==> src/hw/rtl/bia_pkg.sv <==
// bia_pkg: shared constants for the batch index allocator.
// Field widths, mode codes and result status codes.
// No dependencies.
package bia_pkg;

	// Fixed field widths
	localparam int MODE_W   = 2;
	localparam int COUNT_W  = 4;
	localparam int STATUS_W = 2;

	// Cap value after reset (saturated to the pool size where smaller)
	localparam int MAX_NODES_RESET = 4096;

	// Input item kinds
	localparam logic [MODE_W-1:0] MODE_ALLOC = 2'd0;
	localparam logic [MODE_W-1:0] MODE_FREE  = 2'd1;
	localparam logic [MODE_W-1:0] MODE_CHECK = 2'd2;

	// Result status codes
	localparam logic [STATUS_W-1:0] ST_OK     = 2'd0;
	localparam logic [STATUS_W-1:0] ST_NO_MEM = 2'd1;
	localparam logic [STATUS_W-1:0] ST_REJECT = 2'd2;

endpackage

==> src/hw/rtl/bia_seq.sv <==
// bia_seq: allocation sequencer. Owns the stack pointer, the bump count,
// the batch buffer and the result register; drives the stack memory.
// Depends on bia_pkg.
module bia_seq #(
	parameter int INDEX_BITS = 12,
	parameter int MAX_BATCH  = 8
) (
	input  logic                           clk,
	input  logic                           arst_n,
	// item input
	input  logic                           in_valid,
	output logic                           in_ready,
	input  logic [bia_pkg::MODE_W-1:0]     in_mode,
	input  logic [bia_pkg::COUNT_W-1:0]    in_count,
	input  logic [INDEX_BITS-1:0]          in_node,
	// effective cap, already saturated to the pool size
	input  logic [INDEX_BITS:0]            limit,
	// stack memory port
	output logic                           mem_we,
	output logic [INDEX_BITS-1:0]          mem_waddr,
	output logic [INDEX_BITS-1:0]          mem_wdata,
	output logic                           mem_re,
	output logic [INDEX_BITS-1:0]          mem_raddr,
	input  logic [INDEX_BITS-1:0]          mem_rdata,
	// result output
	output logic                           out_valid,
	input  logic                           out_ready,
	output logic [INDEX_BITS-1:0]          out_node,
	output logic [bia_pkg::STATUS_W-1:0]   out_status,
	output logic                           out_is_valid,
	output logic                           out_last
);
	import bia_pkg::*;

	localparam int CNT_W = $clog2(MAX_BATCH + 1);
	localparam int TK_AW = (MAX_BATCH > 1) ? $clog2(MAX_BATCH) : 1;

	// Sequencer states
	localparam logic [2:0] S_IDLE = 3'd0;
	localparam logic [2:0] S_POP  = 3'd1;
	localparam logic [2:0] S_BUMP = 3'd2;
	localparam logic [2:0] S_BACK = 3'd3;
	localparam logic [2:0] S_EMIT = 3'd4;
	localparam logic [2:0] S_RESP = 3'd5;

	logic [2:0]            state_q;
	logic [INDEX_BITS:0]   depth_q;
	logic [INDEX_BITS:0]   issued_q;
	logic [CNT_W-1:0]      want_q;
	logic [CNT_W-1:0]      cnt_q;
	logic [CNT_W-1:0]      rd_cnt_q;
	logic                  pop_pend_s1;
	logic [TK_AW-1:0]      pop_idx_s1;
	logic                  tk_rd_valid_s1;
	logic [CNT_W-1:0]      tk_rd_idx_s1;
	logic [INDEX_BITS-1:0] tk_rdata_s1;
	logic [INDEX_BITS-1:0] taken_mem [MAX_BATCH];
	logic [STATUS_W-1:0]   resp_status_q;
	logic                  resp_isv_q;
	logic                  out_valid_q;
	logic [INDEX_BITS-1:0] out_node_q;
	logic [STATUS_W-1:0]   out_status_q;
	logic                  out_isv_q;
	logic                  out_last_q;

	logic                  accept;
	logic                  out_free;
	logic                  is_free;
	logic                  is_check;
	logic [INDEX_BITS:0]   node_ext;
	logic                  node_issued;
	logic                  free_reject;
	logic [STATUS_W-1:0]   acc_status;
	logic                  acc_isv;
	logic                  direct_resp;
	logic [31:0]           bc_ext;
	logic [CNT_W-1:0]      n_sat;
	logic [INDEX_BITS:0]   depth_m1;
	logic                  pop_fire;
	logic                  bump_fire;
	logic                  tk_more;
	logic                  tk_load;
	logic                  tk_issue;
	logic                  tk_last;
	logic                  free_push;
	logic                  back_push;
	logic                  resp_load;
	logic                  out_load;
	logic                  tk_we;
	logic [TK_AW-1:0]      tk_waddr;
	logic [INDEX_BITS-1:0] tk_wdata;
	logic [STATUS_W-1:0]   out_status_d;
	logic                  out_isv_d;

	// Input decode and single-result checks
	assign in_ready    = (state_q == S_IDLE);
	assign accept      = in_valid && in_ready;
	assign out_free    = !out_valid_q || out_ready;
	assign is_free     = accept && (in_mode == MODE_FREE);
	assign is_check    = accept && (in_mode == MODE_CHECK);
	assign node_ext    = {1'b0, in_node};
	assign node_issued = (node_ext < issued_q);
	assign free_reject = !node_issued || (depth_q >= issued_q);
	assign acc_status  = (is_free && free_reject) ? ST_REJECT : ST_OK;
	assign acc_isv     = is_check && node_issued;
	assign direct_resp = (is_free || is_check) && out_free;

	// Batch size, saturated to the buffer depth
	assign bc_ext = 32'(in_count);
	assign n_sat  = (bc_ext > 32'(MAX_BATCH)) ? CNT_W'(MAX_BATCH) : CNT_W'(bc_ext);

	// Pop from the stack one entry a cycle, then bump
	assign depth_m1  = depth_q - 1'b1;
	assign pop_fire  = (state_q == S_POP) && (depth_q != '0) && (cnt_q < want_q);
	assign bump_fire = (state_q == S_BUMP) && !pop_pend_s1 && (cnt_q != want_q)
		&& (issued_q < limit);

	// Batch buffer readout for results or rollback
	assign tk_more  = (state_q == S_BACK) ? (rd_cnt_q < cnt_q) : (rd_cnt_q < want_q);
	assign tk_load  = (state_q == S_EMIT) && tk_rd_valid_s1 && out_free;
	assign tk_issue = ((state_q == S_BACK) && tk_more)
		|| ((state_q == S_EMIT) && tk_more && (!tk_rd_valid_s1 || tk_load));
	assign tk_last  = (tk_rd_idx_s1 == want_q - CNT_W'(1));

	// Stack pushes; reads and writes never share a cycle
	assign free_push = is_free && !free_reject && !depth_q[INDEX_BITS];
	assign back_push = (state_q == S_BACK) && tk_rd_valid_s1 && !depth_q[INDEX_BITS];
	assign mem_we    = free_push || back_push;
	assign mem_waddr = depth_q[INDEX_BITS-1:0];
	assign mem_wdata = free_push ? in_node : tk_rdata_s1;
	assign mem_re    = pop_fire;
	assign mem_raddr = depth_m1[INDEX_BITS-1:0];

	// Batch buffer write: popped data lands in the cycle after the pop and wins
	assign tk_we    = pop_pend_s1 || bump_fire;
	assign tk_waddr = pop_pend_s1 ? pop_idx_s1 : cnt_q[TK_AW-1:0];
	assign tk_wdata = pop_pend_s1 ? mem_rdata : issued_q[INDEX_BITS-1:0];

	// Result register load
	assign resp_load = (state_q == S_RESP) && out_free;
	assign out_load  = direct_resp || tk_load || resp_load;

	always_comb begin
		if (direct_resp) begin
			out_status_d = acc_status;
			out_isv_d    = acc_isv;
		end else if (tk_load) begin
			out_status_d = ST_OK;
			out_isv_d    = 1'b0;
		end else begin
			out_status_d = resp_status_q;
			out_isv_d    = resp_isv_q;
		end
	end

	// Control state
	always_ff @(posedge clk or negedge arst_n) begin
		if (!arst_n) begin
			state_q        <= S_IDLE;
			depth_q        <= '0;
			issued_q       <= '0;
			want_q         <= '0;
			cnt_q          <= '0;
			rd_cnt_q       <= '0;
			pop_pend_s1    <= 1'b0;
			tk_rd_valid_s1 <= 1'b0;
			out_valid_q    <= 1'b0;
		end else begin
			if (mem_we) begin
				depth_q <= depth_q + 1'b1;
			end else if (pop_fire) begin
				depth_q <= depth_m1;
			end
			if (bump_fire) begin
				issued_q <= issued_q + 1'b1;
			end
			if (pop_fire || bump_fire) begin
				cnt_q <= cnt_q + 1'b1;
			end
			pop_pend_s1 <= pop_fire;

			if (tk_issue) begin
				rd_cnt_q       <= rd_cnt_q + 1'b1;
				tk_rd_valid_s1 <= 1'b1;
			end else if ((state_q == S_BACK) || tk_load) begin
				tk_rd_valid_s1 <= 1'b0;
			end

			if (out_load) begin
				out_valid_q <= 1'b1;
			end else if (out_ready) begin
				out_valid_q <= 1'b0;
			end

			unique case (state_q)
				S_IDLE: begin
					if (accept) begin
						case (in_mode) inside
							MODE_ALLOC: begin
								if (n_sat != '0) begin
									want_q  <= n_sat;
									cnt_q   <= '0;
									state_q <= S_POP;
								end
							end
							MODE_FREE, MODE_CHECK: begin
								if (!out_free) begin
									state_q <= S_RESP;
								end
							end
							default: ;
						endcase
					end
				end
				S_POP: begin
					if (!pop_fire) begin
						state_q <= S_BUMP;
					end
				end
				S_BUMP: begin
					if (!pop_pend_s1) begin
						if (cnt_q == want_q) begin
							rd_cnt_q <= '0;
							state_q  <= S_EMIT;
						end else if (issued_q >= limit) begin
							rd_cnt_q <= '0;
							state_q  <= S_BACK;
						end
					end
				end
				S_BACK: begin
					if (!tk_more && !tk_rd_valid_s1) begin
						state_q <= S_RESP;
					end
				end
				S_EMIT: begin
					if (tk_load && tk_last) begin
						state_q <= S_IDLE;
					end
				end
				S_RESP: begin
					if (out_free) begin
						state_q <= S_IDLE;
					end
				end
				default: state_q <= S_IDLE;
			endcase
		end
	end

	// Batch buffer memory and datapath registers
	always_ff @(posedge clk) begin
		if (tk_we) begin
			taken_mem[tk_waddr] <= tk_wdata;
		end
		if (tk_issue) begin
			tk_rdata_s1  <= taken_mem[rd_cnt_q[TK_AW-1:0]];
			tk_rd_idx_s1 <= rd_cnt_q;
		end
		if (pop_fire) begin
			pop_idx_s1 <= cnt_q[TK_AW-1:0];
		end
		// pending single result: free/check response or allocation failure
		if (accept) begin
			resp_status_q <= acc_status;
			resp_isv_q    <= acc_isv;
		end else if (state_q == S_BACK) begin
			resp_status_q <= ST_NO_MEM;
			resp_isv_q    <= 1'b0;
		end
		if (out_load) begin
			out_node_q   <= tk_load ? tk_rdata_s1 : '0;
			out_status_q <= out_status_d;
			out_isv_q    <= out_isv_d;
			out_last_q   <= tk_load ? tk_last : 1'b1;
		end
	end

	assign out_valid    = out_valid_q;
	assign out_node     = out_node_q;
	assign out_status   = out_status_q;
	assign out_is_valid = out_isv_q;
	assign out_last     = out_last_q;

endmodule

==> config.mk <==
export PLATFORM = sky130hd
export DESIGN_NAME = bia_seq
export DESIGN_NICKNAME = d
export VERILOG_FILES = /design/src/hw/rtl/bia_pkg.sv /design/src/hw/rtl/bia_seq.sv
export SDC_FILE = /design/constraint.sdc
export NUM_CORES = 1
export LEC_CHECK = 0
export BUFFER_PORTS_ARGS = -buffer_cell sky130_fd_sc_hd__clkbuf_2
export CORE_MARGIN = 4
export CORE_UTILIZATION = 64
export CTS_CLUSTER_SIZE = 28
export DETAILED_ROUTE_END_ITERATION = 7
export PLACE_DENSITY = 0.95
export SLEW_MARGIN = 15
export SYNTH_ARGS = -nofsm -noshare
export SYNTH_HDL_FRONTEND = slang
export SYNTH_SLANG_ARGS = --single-unit
export TNS_END_PERCENT = 10
==> constraint.sdc <==
create_clock -name clk -period 4.7 [get_ports clk]
set_input_delay 0.47 -clock clk [delete_from_list [all_inputs] [get_ports clk]]
set_output_delay 0.47 -clock clk [all_outputs]
set_load 0.01 [all_outputs]
==> results.ini, run 1 <==
[clock_network]
worst_skew_pair.late_latency_ns=0.45
cts.repair.resized=0
h-tree-depth=4
post-cts-setup-buffer-count=0
cts_hold_buf=0
clockBufferDepth=2
clk_pin_slew_ns=0.08
cts_made_buffers=17
cts_tree=done
root_buffer=clkbuf_16
cts_sinks=178

[synth]
synth_top_area_share_pct=43.7
yosysTopAreaCell=edfxtp_1
synth_common_cells=edfxtp_1, ha_1, inv_1
async_flop_share_pct=24.7
synthFlopType=edfxtp_1
syn-num-nets=814
syn-cell-area_sq_mm=0.00920
yosysUniqueCellTypes=63
avgSynthCellArea_sq_um=13.0
synthCells=710
yosysMostFrequentCell=edfxtp_1
synth-seq-cells=178
synth-edff-count=134
ys_seq_area_share_pct=55.7
netlist_top_cells_area=edfxtp_1, dfrtp_1, ha_1
ys_warn_count=0

[global_routing]
grt_pass1_wl_mm=37.0
grt.overflow.total=0
grt_max_degree=45
antenna_found_initial=1
grt.total_usage_pct=30.3
grt_pass1_vias=6665

[route]
drc=0
firstDrtPassIters=6
drtAntennaViolNets=0
dr_total_vias=6626
avgViaCountPerCell=6.64
wirelength_mm=24.0
drt_iter0_markers=954
wl_per_cell_microns=24.0

[floorplanning]
dieArea_sq_mm=0.0164
num_rows=43
core-area_sq_mm=0.0140
die_h_microns=128
start_util_pct=65.8
io_pins=103
die_x_microns=128

[placed_design]
place.gp.congestion=0.858
io_buffers=102
pre_cts_ws_ns=1.31
hpwl_mm=15.8

[sta]
fin_setup_tns_ns=0
hold_slack_ns=0.101
fin_ws_ns=0.684
hold_violations=0
fin_crit_ns=4.02
fmax_mhz=249
slew_violations=0
rsz0062_at_grt=false
slew_headroom_pct=28.9
worst_slew_pin_slew_ns=1.06
fin_skew_ns=0.0126
finalSetupViolations=0
fin_crit_sh_pct=85.4

[final_layout]
drive_gt1_share_pct=26.5
diodes=0
nets=909
fill_cells=839
syn2layout_area_growth_pct=13.1
final_util_pct=74.4

[power]
leakagePower_nw=4.16
irDropWorstVdd_mv=0.391
powerDensity_mw_per_mm2=604

[outcome]
status=complete, no violations

[run]
maxCapViolations=0

[setup_path]
worstSetupStartpointType=flop
cp-end-kind=output port
crit_required_ns=4.23
critical_path_class=flop to output port
crit_path_max_fanout=12
cp_data_arrival_time_ns=3.55

[worst_hold_path]
hp-class=input pin to async pin

## power by group
group,internal [mW],leakage (nW),switching (mW)
Clock,0.725,0.298,0.709
Combinational,0.986,2.09,1.31
Sequential,2.15,1.77,0.411
## area by class of cell
type	count	area, sq um	area share [%]
repair buffers	116	616	5.91
clock inverters	15	184	1.77
inverters	46	175	1.68
clock buffers	17	425	4.09
multi-input cells	446	3660	35.2
well taps	180	225	2.16
flip-flops and latches	178	5120	49.2
## critical path, stage by stage (launching register included)
cell and delay [ns]:
dfrtp_1 0.43, inv_1 0.21, ha_1 0.30, nand4b_1 0.20, nor2_1 0.09, a31oi_1 0.21
o211ai_1 0.22, nor3_2 0.85, mux2_2 0.45, clkbuf_2 0.15
## per-stage QoR
step | instance area (sq um) | cells | power [mW]
3_5_place_dp | 9800 | 966 | 4.73
2_1_floorplan | 9200 | 710 | 4.08
3_3_place_gp | 9800 | 966 | 4.59
5_1_grt | 10400 | 998 | 6.56
6_report | 10400 | 998 | 6.29
4_1_cts | 10400 | 998 | 6.23
## cells by family (layout without fill, tap and decap cells)
logic type / count (synthesis) / in the layout / share of synthesized area [%]
simple gates: 187 / 187 / 10.7
flops: 178 / 178 / 55.7
compound gates: 111 / 111 / 8.20
buf+inv: 86 / 194 / 4.61
fa+ha+maj: 57 / 57 / 7.75
mux: 55 / 55 / 9.64
xor+xnor: 36 / 36 / 3.43
## per-layer routing
| layer | up-vias | global-route usage (%) | part of all wire (%) |
|---|---|---|---|
| met3 | 163 | 6.54 | 8.7 |
| met5 | - | 0 | 0.063 |
| li1 | 2829 | - | - |
| met4 | 2 | 18.0 | 6.6 |
| met2 | 476 | 50.6 | 49 |
| met1 | 3156 | 36.2 | 35 |
## final timing paths
path | from | endpoint | slack (ns) | depth (start not counted)
max in group asynchronous | arst_n | rd_cnt_q[2] | 4.19 | 2
hold reg to reg | resp_status_q[0] | out_status[0] | 0.53 | 1
min in group clk | in_count[1] | want_q[1] | 0.28 | 3
hold / removal | arst_n | depth_q[1] | 0.10 | 2
setup / recovery | issued_q[11] | mem_wdata[3] | 0.68 | 9
setup reg to reg | issued_q[2] | depth_q[0] | 1.35 | 10
## registers in the layout, summed over array words and instances (netlist names)
name / flops
taken_mem: 96
depth_q: 13
issued_q: 13
out_node: 12
tk_rdata_s1: 12
cnt_q: 4
rd_cnt_q: 4
tk_rd_idx_s1: 4
want_q: 4
pop_idx_s1: 3
state_q: 3
out_status: 2
resp_status_q: 2
out_is_valid: 1
out_last: 1
out_valid: 1
pop_pend_s1: 1
resp_isv_q: 1
tk_rd_valid_s1: 1
## placed cells by master (no fill, tap or decap), types with 4 or more instances in the layout
master	n
xnor2_1	28
clkinv_8	5
inv_1	45
and3_1	22
a22oi_1	4
o21ai_0	36
clkbuf_16	17
ha_1	57
or3_1	5
inv_8	6
a21o_1	10
o21a_1	8
mux2_2	28
nand3_1	13
mux4_2	24
edfxtp_1	134
clkbuf_2	102
nor2_1	40
buf_4	14
nand2b_1	12
nor4_1	4
nor3_2	5
a211oi_1	5
nand2_1	36
and2_1	4
nand4_1	11
a22oi_2	4
nor2b_1	6
a21oi_1	16
a31oi_1	5
dfrtp_1	44
nor3_1	14
xor2_1	8
(Power assumes the default switching activity.)
==> run 2: changes to the inputs <==
--- a/config.mk
+++ b/config.mk
@@ -6,6 +6,7 @@
 export NUM_CORES = 1
 export LEC_CHECK = 0
 export BUFFER_PORTS_ARGS = -buffer_cell sky130_fd_sc_hd__clkbuf_2
+export CORE_ASPECT_RATIO = 0.75
 export CORE_MARGIN = 4
 export CORE_UTILIZATION = 64
 export CTS_CLUSTER_SIZE = 28
==> results.ini, run 2 (synthesis gave the netlist of run 1 again) <==
[final_layout]
top_register=taken_mem
final_util_pct=74.8  ; +0.38 points
nets=911  ; +0.22%
most-common-layout-cells=edfxtp_1, clkbuf_2, ha_1, inv_1, dfrtp_1
drive_gt1_share_pct=26.5  ; -0.065 points
fill_cells=810  ; -3.5%
stdcell_area_sq_mm=0.0104  ; -0.20%
largest_reg_flops=96  ; unchanged
final_common_cell=edfxtp_1
syn2layout_area_growth_pct=12.9
top_regs=taken_mem (96), depth_q (13), issued_q (13)

[power]
p_seq_share_pct=41.0  ; +0.3 points
power_frac_clock_pct=22.4  ; -0.4 points
p_int_mw=3.85  ; -0.14%
powerDensity_mw_per_mm2=605  ; about the same
switching_power_mw=2.43  ; -0.21%
swShare_pct=38.6  ; about the same
combPwrFrac_pct=36.6  ; about the same
leakagePower_nw=4.16  ; about the same
irDropWorstVdd_mv=0.333  ; -15%

[sta]
fin_skew_ns=0.0116  ; -0.000966 ns
fmax_mhz=238  ; -4.6%
slew_violations=0  ; unchanged
finalSetupViolations=0  ; unchanged
fin_crit_ns=4.21  ; +0.194 ns
worst_slew_pin_slew_ns=1.05  ; -0.00564 ns
slew_headroom_pct=28.9  ; +0.058 points
rsz0062_at_grt=false
hold_violations=0  ; unchanged
fin_ws_ns=0.490  ; -0.194 ns
fin_crit_sh_pct=89.6  ; +4.1 points
fin_setup_tns_ns=0  ; unchanged

[clock_network]
cts_made_buffers=17  ; unchanged
cts_tree=done
post-cts-setup-buffer-count=0  ; unchanged
cts_sinks=178  ; unchanged
clk_pin_slew_ns=0.08  ; about the same
root_buffer=clkbuf_16
cts.repair.resized=0  ; unchanged
worst_skew_pair.late_latency_ns=0.44  ; about the same
cts_hold_buf=0  ; unchanged
clockBufferDepth=2  ; unchanged
h-tree-depth=4  ; unchanged

[placed_design]
hpwl_mm=16.2  ; +2.7%
place.gp.congestion=0.849  ; -1.0%
io_buffers=102  ; unchanged
postPlaceCellArea_sq_mm=0.00980  ; about the same
pre_cts_ws_ns=1.19  ; -0.127 ns

[route]
drc=6  ; +6
wl_per_cell_microns=24.8  ; +3.2%
drt_iter0_markers=941  ; -1.4%
wirelength_mm=24.7  ; +3.0%
avgViaCountPerCell=6.75  ; +1.7%
dr_total_vias=6726  ; +1.5%
firstDrtPassIters=8  ; +2
drtAntennaViolNets=0  ; unchanged

[global_routing]
antenna_found_initial=0  ; -1
grt.total_usage_pct=31.1  ; +0.74 points
grt_pass1_vias=6839  ; +2.6%
grt_pass1_wl_mm=38.7  ; +4.4%
grt_max_degree=45  ; unchanged
grt.overflow.total=0  ; unchanged

[run]
maxCapViolations=0  ; unchanged

[setup_path]
crit_path_max_fanout=12  ; unchanged
cp-end-kind=output port
cp_data_arrival_time_ns=3.74  ; +0.19 ns
worstSetupStartpointType=flop
crit_required_ns=4.23  ; about the same
critical_path_class=flop to output port

[floorplanning]
core-area_sq_mm=0.0139  ; -0.72%
die_h_microns=112  ; -13%
num_rows=37  ; -14%
die_x_microns=146  ; +15%
dieArea_sq_mm=0.0164  ; +0.12%
start_util_pct=66.3  ; +0.47 points
io_pins=103  ; unchanged

[worst_hold_path]
hp-class=input pin to async pin

[outcome]
status=finished with violations
violations=design-rule violations

## run 2: changes by cell type in the layout (fill, tap and decap cells not counted), sizes merged
cell    delta
buf        +2
diode      +1
clkinv     -1
clkbuf     +1
## run 2: layer usage
| layer | vias up | GRT usage (%) | routed length (microns) |
|---|---|---|---|
| li1 | 2833 | - | - |
| met1 | 3210 | 38.7 | 8590 |
| met2 | 551 | 51.1 | 11900 |
| met3 | 132 | 8.99 | 2890 |
| met4 | 0 | 13.7 | 1340 |
| met5 | - | 0 | 0 |
## run 2: worst paths after layout
| kind | start | endpoint | slack (ns) | depth (start not counted) |
|---|---|---|---|---|
| max | issued_q[4] | mem_wdata[11] | 0.49 | 9 |
| min reg2reg | resp_status_q[0] | out_status[0] | 0.52 | 1 |
| min | arst_n | issued_q[2] | 0.11 | 2 |
| min in group clk | in_count[1] | want_q[1] | 0.27 | 3 |
| max reg2reg | issued_q[4] | depth_q[10] | 1.25 | 10 |
| max in group asynchronous | arst_n | cnt_q[0] | 4.19 | 2 |
## run 2: cell type report
type	count	area, sq um	area share [%]
Tap cell	175	219	2.11
Timing Repair Buffer	118	631	6.07
Inverter	46	175	1.69
Multi-Input combinational cell	446	3650	35.2
Clock inverter	14	153	1.47
Sequential cell	178	5120	49.3
Clock buffer	18	429	4.13
Antenna cell	1	2.50	0.0241
## run 2: power groups by stage
stage               logic (mW)  registers [mW]  clock network (mW)
global placement          2.06            2.55                   0
floorplan                 1.71            2.37                   0
CTS                       2.27            2.55                1.40
detailed placement        2.18            2.57                   0
global route              2.48            2.60                1.48
finish                    2.30            2.57                1.41
## run 2: critical path, cell delays in order (launching register included)
cell and delay [ns]:
dfrtp_1 0.45, inv_1 0.15, ha_1 0.32, a211oi_1 0.27, o21ai_0 0.14, o211ai_1 0.15
o211ai_1 0.34, nor3_2 0.89, mux2_2 0.43, clkbuf_2 0.14
## run 2: per-stage QoR
step                      total power [mW]  cells  hold WS [ns]
final                                 6.28    996         0.113
after global routing                  6.56    995         0.157
after CTS                             6.22    995         0.129
after detailed placement              4.75    963         0.509
after global placement                4.60    963         0.504
after floorplan                       4.08    710         0.174
